## config.mk

```make
export PLATFORM = sky130hd
export DESIGN_NAME = lcg_jump_ahead
export DESIGN_NICKNAME = d
export VERILOG_FILES = /design/src/hdl/lj_pkg.sv /design/src/hdl/lj_mul.sv /design/src/hdl/lcg_jump_ahead.sv
export SDC_FILE = /design/constraint.sdc
export NUM_CORES = 2
export LEC_CHECK = 0
export BUFFER_PORTS_ARGS = -buffer_cell sky130_fd_sc_hd__buf_2
export CELL_PAD_IN_SITES_DETAIL_PLACEMENT = 1
export CELL_PAD_IN_SITES_GLOBAL_PLACEMENT = 1
export CORE_ASPECT_RATIO = 1.2
export CORE_MARGIN = 1
export CORE_UTILIZATION = 29
export CTS_CLUSTER_DIAMETER = 120
export DETAILED_ROUTE_END_ITERATION = 8
export HOLD_SLACK_MARGIN = 0.12
export PLACE_DENSITY_LB_ADDON = 0.2
export SYNTH_ARGS = -nofsm -noshare
export SYNTH_HDL_FRONTEND = slang
export SYNTH_SLANG_ARGS = --single-unit
```

## constraint.sdc

```tcl
create_clock -name i_clk -period 6.7 [get_ports i_clk]
set_clock_uncertainty 0.15 [all_clocks]
set_input_delay 0 -clock i_clk [delete_from_list [all_inputs] [get_ports i_clk]]
set_output_delay 0 -clock i_clk [all_outputs]
set_load 0.1 [all_outputs]
```

## src/hdl/lj_pkg.sv

```systemverilog
package lj_pkg;

    // Arithmetic width of the generator and digit width of the shared multiplier.
    localparam int LJ_SEED_BITS = 32;
    localparam int LJ_DIGIT     = 16;

    // Field and register widths.
    localparam int FIELD_W   = 32;
    localparam int CFG_IDX_W = 2;

    // Register indexes.
    localparam logic [CFG_IDX_W-1:0] REG_MULTIPLIER = CFG_IDX_W'(0);
    localparam logic [CFG_IDX_W-1:0] REG_INCREMENT  = CFG_IDX_W'(1);

    // Register reset values.
    localparam logic [FIELD_W-1:0] MULTIPLIER_RESET = 32'h0003_43FD;
    localparam logic [FIELD_W-1:0] INCREMENT_RESET  = 32'h0026_9EC3;

    // Sequencer states.
    typedef enum logic [2:0] {
        S_IDLE,
        S_BIT,
        S_ACC_MUL,
        S_ACC_ADD,
        S_CUR_ADD,
        S_CUR_MUL,
        S_FINAL,
        S_PUT
    } t_state;

    // Status of the shared multiply-add unit.
    typedef struct packed {
        logic busy;
        logic done;
    } t_mul_sts;

endpackage

```

## src/hdl/lj_mul.sv

```systemverilog
module lj_mul
    import lj_pkg::*;
#(
    parameter int W = LJ_SEED_BITS,
    parameter int D = LJ_DIGIT
) (
    input  logic         i_clk,
    input  logic         i_rst_n,
    input  logic         i_start,
    input  logic [W-1:0] i_a,
    input  logic [W-1:0] i_b,
    input  logic [W-1:0] i_addend,
    output t_mul_sts     o_sts,
    output logic [W-1:0] o_result
);

    localparam int NDIG = (W + D - 1) / D;
    localparam int BW   = NDIG * D;
    localparam int CW   = $clog2(NDIG + 1);

    logic [W-1:0]   r_a;
    logic [BW-1:0]  r_b;
    logic [W-1:0]   r_acc;
    logic [CW-1:0]  r_cnt;
    logic           r_busy;
    logic           r_done;
    logic [W+D-1:0] w_pp;

    // One digit of b against the whole of a; the product is kept modulo 2^W.
    assign w_pp = r_a * r_b[D-1:0];

    // Control: count the digits of b and flag the cycle after the last one.
    always_ff @(posedge i_clk) begin
        if (!i_rst_n) begin
            r_busy <= 1'b0;
            r_done <= 1'b0;
            r_cnt  <= '0;
        end else if (i_start) begin
            r_busy <= 1'b1;
            r_done <= 1'b0;
            r_cnt  <= CW'(NDIG);
        end else if (r_busy) begin
            r_cnt <= r_cnt - CW'(1);
            if (r_cnt == CW'(1)) begin
                r_busy <= 1'b0;
                r_done <= 1'b1;
            end
        end else begin
            r_done <= 1'b0;
        end
    end

    // Datapath: shift-and-add, one digit a cycle.
    always_ff @(posedge i_clk) begin
        if (i_start) begin
            r_a   <= i_a;
            r_b   <= BW'(i_b);
            r_acc <= i_addend;
        end else if (r_busy) begin
            r_acc <= r_acc + w_pp[W-1:0];
            r_a   <= r_a << D;
            r_b   <= r_b >> D;
        end
    end

    assign o_sts.busy = r_busy;
    assign o_sts.done = r_done;
    assign o_result   = r_acc;

endmodule

```

## src/hdl/lcg_jump_ahead.sv

```systemverilog
// Channel   Direction  Handshake           Payload
// input     in         i_valid / o_stall   i_seed_in, i_steps
// result    out        o_valid / i_stall   o_seed_out
// config    in         i_cfg_we            i_cfg_idx, i_cfg_data
//
// Each multiply-add runs in the shared unit, one 16-bit digit of its second operand at a time.
// Per bit of the step count: a decision state, plus two multiply-adds for a clear bit
// or four for a set bit, but two for the highest set bit, after which the loop ends. One final
// multiply-add and the output state follow.
// Reset is synchronous and active low; it restores both registers and empties the output.
// A stalled result is held in the output register; the block takes no new item until done.
module lcg_jump_ahead
    import lj_pkg::*;
#(
    parameter int SEED_BITS = LJ_SEED_BITS
) (
    input  logic                 i_clk,
    input  logic                 i_rst_n,
    input  logic                 i_valid,
    output logic                 o_stall,
    input  logic [FIELD_W-1:0]   i_seed_in,
    input  logic [FIELD_W-1:0]   i_steps,
    output logic                 o_valid,
    input  logic                 i_stall,
    output logic [FIELD_W-1:0]   o_seed_out,
    input  logic                 i_cfg_we,
    input  logic [CFG_IDX_W-1:0] i_cfg_idx,
    input  logic [FIELD_W-1:0]   i_cfg_data
);

    localparam int W = SEED_BITS;

    t_state r_state, n_state;

    logic [FIELD_W-1:0] r_cfg_mul;
    logic [FIELD_W-1:0] r_cfg_inc;
    logic [W-1:0]       r_seed;
    logic [FIELD_W-1:0] r_steps;
    logic [W-1:0]       r_acc_mul;
    logic [W-1:0]       r_acc_add;
    logic [W-1:0]       r_cur_mul;
    logic [W-1:0]       r_cur_add;
    logic               r_pend, n_pend;
    logic               r_out_valid;
    logic [FIELD_W-1:0] r_out;

    logic               w_accept;
    logic               w_op;
    logic               w_start;
    logic               w_put;
    logic [W-1:0]       w_a, w_b, w_addend;
    t_mul_sts           w_sts;
    logic [W-1:0]       w_result;

    assign w_accept = i_valid && !o_stall;
    assign w_put    = (r_state == S_PUT) && (!r_out_valid || !i_stall);

    // Configuration registers; writes beyond the list are dropped.
    always_ff @(posedge i_clk) begin
        if (!i_rst_n) begin
            r_cfg_mul <= MULTIPLIER_RESET;
            r_cfg_inc <= INCREMENT_RESET;
        end else if (i_cfg_we) begin
            case (i_cfg_idx)
                REG_MULTIPLIER: r_cfg_mul <= i_cfg_data;
                REG_INCREMENT:  r_cfg_inc <= i_cfg_data;
                default: ;
            endcase
        end
    end

    // Next state of the sequencer.
    always_comb begin
        n_state = r_state;
        case (r_state)
            S_IDLE: begin
                if (w_accept) n_state = S_BIT;
            end
            S_BIT: begin
                if (r_steps == '0)   n_state = S_FINAL;
                else if (r_steps[0]) n_state = S_ACC_MUL;
                else                 n_state = S_CUR_ADD;
            end
            S_ACC_MUL: begin
                if (w_sts.done) n_state = S_ACC_ADD;
            end
            S_ACC_ADD: begin
                // After the highest set bit the doubling pair is no longer needed.
                if (w_sts.done) begin
                    n_state = (r_steps[FIELD_W-1:1] == '0) ? S_FINAL : S_CUR_ADD;
                end
            end
            S_CUR_ADD: begin
                if (w_sts.done) n_state = S_CUR_MUL;
            end
            S_CUR_MUL: begin
                if (w_sts.done) n_state = S_BIT;
            end
            S_FINAL: begin
                if (w_sts.done) n_state = S_PUT;
            end
            S_PUT: begin
                if (w_put) n_state = S_IDLE;
            end
            default: n_state = S_IDLE;
        endcase
    end

    // Sequencer outputs: operand selection and the start of each multiply-add.
    always_comb begin
        w_op     = 1'b0;
        w_a      = r_acc_mul;
        w_b      = r_cur_mul;
        w_addend = '0;
        case (r_state)
            S_ACC_MUL: begin
                w_op = 1'b1;
            end
            S_ACC_ADD: begin
                w_op     = 1'b1;
                w_a      = r_acc_add;
                w_addend = r_cur_add;
            end
            S_CUR_ADD: begin
                w_op = 1'b1;
                w_a  = r_cur_mul + W'(1);
                w_b  = r_cur_add;
            end
            S_CUR_MUL: begin
                w_op = 1'b1;
                w_a  = r_cur_mul;
            end
            S_FINAL: begin
                w_op     = 1'b1;
                w_b      = r_seed;
                w_addend = r_acc_add;
            end
            default: ;
        endcase
    end

    assign w_start = w_op && !r_pend;

    always_comb begin
        n_pend = r_pend;
        if (w_start)     n_pend = 1'b1;
        if (w_sts.done)  n_pend = 1'b0;
    end

    always_ff @(posedge i_clk) begin
        if (!i_rst_n) begin
            r_state <= S_IDLE;
            r_pend  <= 1'b0;
        end else begin
            r_state <= n_state;
            r_pend  <= n_pend;
        end
    end

    // Working registers: load on accept, update from each finished multiply-add of the loop.
    always_ff @(posedge i_clk) begin
        if (w_accept) begin
            r_seed    <= W'(i_seed_in);
            r_steps   <= i_steps;
            r_acc_mul <= W'(1);
            r_acc_add <= '0;
            r_cur_mul <= W'(r_cfg_mul);
            r_cur_add <= W'(r_cfg_inc);
        end else if (w_sts.done) begin
            case (r_state)
                S_ACC_MUL: r_acc_mul <= w_result;
                S_ACC_ADD: r_acc_add <= w_result;
                S_CUR_ADD: r_cur_add <= w_result;
                S_CUR_MUL: begin
                    r_cur_mul <= w_result;
                    r_steps   <= r_steps >> 1;
                end
                default: ;
            endcase
        end
    end

    lj_mul #(
        .W (W),
        .D (LJ_DIGIT)
    ) u_mul (
        .i_clk    (i_clk),
        .i_rst_n  (i_rst_n),
        .i_start  (w_start),
        .i_a      (w_a),
        .i_b      (w_b),
        .i_addend (w_addend),
        .o_sts    (w_sts),
        .o_result (w_result)
    );

    // Output register; the unit holds the final value until it is moved here.
    always_ff @(posedge i_clk) begin
        if (!i_rst_n) begin
            r_out_valid <= 1'b0;
        end else if (w_put) begin
            r_out_valid <= 1'b1;
        end else if (!i_stall) begin
            r_out_valid <= 1'b0;
        end
    end

    always_ff @(posedge i_clk) begin
        if (w_put) begin
            r_out <= FIELD_W'(w_result);
        end
    end

    assign o_stall    = (r_state != S_IDLE);
    assign o_valid    = r_out_valid;
    assign o_seed_out = r_out;

endmodule

```

==> results.cfg <==
[outcome]
outcome = finished, violations left
failed_checks = setup timing

[critical_path]
required_ns = 6.90
crit_path_cell_trace = buf_6, buf_4, nand2_1, fa_1, fa_1, fa_1, inv_1, fa_2, fa_1, inv_1, fa_1, inv_1, ha_1, and4_4, buf_4, o2bb2ai_2, a211oi_4, a211oi_4, buf_12, o41ai_4, a21boi_2, or3_1, a31o_1
reg2reg_to = u_mul.o_result[29]$_DFFE_PP_
crit_type = reg2reg
reg2regPathDepth = 23
cpPeakStageDelay_ns = 0.52
crit_fanout = 6
crit_path_top_delay_cell = fa_1
r2r_start = u_mul.r_a[11]$_SDFFCE_PN0P_
critPathArrivalTime_ns = 6.91
cp-end-kind = flip-flop
reg2reg_setup_slack_ns = -0.009
crit_top_cell = fa_1
startpoint_type = flip-flop

[timing]
setup_violations = 1
hold_viol = 0
rsz0062_at_grt = yes
min_period_over_period = 1.001
fin_crit_ns = 6.709
slew_violations = 0
fmax_mhz = 149.1
setup_ws_ns = -0.008622
worst_pin_slew_ns = 0.9998
holdWs_ns = 0.1579
slew_headroom = 0.3335

[die]
die_w_um = 293.4
rows = 127
core_area_um2 = 100400
die_y_um = 351.6
start_util = 0.2942
dieArea_um2 = 103200
io_pins = 137

[route]
vias = 23570
drc = 0
ant_nets = 0
avgRoutedWirePerCell_um = 20.41
via_per_inst = 4.667
drtIter0Drc = 1132
routed_wl_um = 103100
first_pass_iters = 5

[synth]
synth_top_area_frac = 0.2602
synth_most_common_cell = nand2_1
ys_types = 69
synthFlopType = edfxtp_1
yosysWarnings = 0
postSynth.asyncResetShare = 0
syn_nets = 3712
synth_area_um2 = 29540
synth_edf_count = 256
syn_avg_cell_area_um2 = 9.217
yosys.area.top_type = edfxtp_1
ys_ff_latch = 393
synthCells = 3205
synth.area.top_cells = edfxtp_1 26%, fa_1 23%, nand2_1 11%
synth_commonest_cells = 854 x nand2_1, 456 x inv_1, 334 x fa_1
yosysSeqAreaShare = 0.3531

[placed_design]
hpwl_um = 76480
gp_congestion = 0.8454
dp_slack_ns = -0.1568
post-place-cells = 4670
io_buffers = 136

[global_routing]
overflow = 0
grt_first_pass_wirelength_um = 160200
grt_pass1_vias = 25890
antenna_found_initial = 4
grt_max_degree = 91
grt_usage = 0.2037

[clocking]
numCtsBuffers = 48
cts.clk_slew.worst_paths_ns = 0.06
clock-sinks = 393
cts_tree = built
clockBufferDepth = 3
cts_root_buf = clkbuf_16
clkLatencyLatePin_ns = 0.61
htreeDepth = 2

[flow_run]
cap_violations = 0

[final_layout]
fill_cells = 11650
layout-drive-gt1-share = 0.1283
syn2layout_area_growth_pct = 26.16
final_net_count = 4163
instances_no_fill = 5051
postLayoutCoreUtil = 0.3711

[min_path]
whs_path_depth = 4
hp-start = i_cfg_data[31]
hold_end = r_cfg_inc[31]$_SDFFE_PN0P_
hold_path_class = in2reg
critical path, delay by kind of cell (launching register included):
family                   cells  cell delay (ns)
AND/OR/NAND/NOR              3             0.56
AO/OA/AOI/OAI                6             1.24
buffers and inverters        7             0.78
flip-flops                   1             0.51
adder cells (fa/ha/maj)      7             3.22
registers in the layout (all words and copies together), names as in the netlist:
signal / cells
r_cur_mul: 32
u_mul.r_busy: 1
r_cur_add: 32
u_mul.o_result: 32
r_cfg_mul: 32
r_steps: 32
r_acc_add: 32
r_seed: 32
u_mul.r_cnt: 2
u_mul.r_a: 32
r_cfg_inc: 32
u_mul.r_done: 1
o_valid: 1
o_seed_out: 32
r_pend: 1
r_state: 3
u_mul.r_b: 32
r_acc_mul: 32
worst max-delay path by stage:
stage                                     start                           end  slack [ns]  cells after the start
floorplan                u_mul.r_b[2]$_DFFE_PP_  u_mul.o_result[29]$_DFFE_PP_        0.29                     21
finish              u_mul.r_a[11]$_SDFFCE_PN0P_  u_mul.o_result[29]$_DFFE_PP_      -0.009                     23
global placement     u_mul.r_a[7]$_SDFFCE_PN0P_  u_mul.o_result[29]$_DFFE_PP_       -0.13                     22
detailed placement   u_mul.r_a[7]$_SDFFCE_PN0P_  u_mul.o_result[29]$_DFFE_PP_       -0.16                     22
global route         u_mul.r_a[5]$_SDFFCE_PN0P_  u_mul.o_result[31]$_DFFE_PP_       -0.24                     23
CTS                  u_mul.r_a[5]$_SDFFCE_PN0P_  u_mul.o_result[29]$_DFFE_PP_       -0.07                     23
placed cells by master, fill, tap and decap left out, types with 62 or more instances in the layout:
| cell | synthesis | routed |
|---|---|---|
| nand2_1 | 854 | 847 |
| inv_1 | 456 | 455 |
| fa_1 | 334 | 329 |
| dlygate4sd3_1 | 0 | 257 |
| edfxtp_1 | 256 | 256 |
| buf_4 | 0 | 172 |
| a21oi_1 | 158 | 155 |
| and2_1 | 146 | 142 |
| buf_2 | 2 | 137 |
| dfxtp_1 | 137 | 135 |
| nor2_1 | 69 | 68 |
| o21ai_0 | 66 | 64 |
| ha_1 | 70 | 62 |
per-stage QoR:
step	instance area (µm²)	setup TNS [ns]
2_1_floorplan	29540	0
3_3_place_gp	32500	-0.3229
3_5_place_dp	32500	-0.3336
4_1_cts	37000	-0.07814
5_1_grt	37260	-0.4504
6_report	37270	-0.008622
cell families after synthesis:
logic type / after synthesis / synth area share
fa+ha+maj: 404 / 0.2560
xor+xnor: 77 / 0.02283
buf+inv: 644 / 0.08340
mux: 37 / 0.01262
compound gates: 425 / 0.09212
flops: 393 / 0.3531
simple gates: 1225 / 0.1800
routing by layer:
metal / part of all wire / GRT usage
met5: 0 / 0
met4: 0.019 / 0.04315
met3: 0.031 / 0.01916
met2: 0.49 / 0.3585
met1: 0.46 / 0.2705
what timing repair did:
action                                  CTS  global route
gates resized for setup                  24            39
pin swaps                                16            24
setup buffers                            26             8
endpoints found under the setup margin    6            10
hold buffers                            257             0
hold endpoints to repair                219             0
cloned                                    0             0
area by class of cell:
type	instances	area [µm²]	area share
repair buffers	588	4845	0.1300
clock buffers	59	1304	0.03498
clock inverters	30	309.0	0.008292
diodes	2	5.005	0.0001343
well taps	1354	1694	0.04546
multi-input cells	2168	16960	0.4550
inverters	457	1720	0.04616
flip-flops and latches	393	10440	0.2800
Power is not shown: default switching activity piles up to over one toggle a cycle in this logic, so the estimate is an artifact.
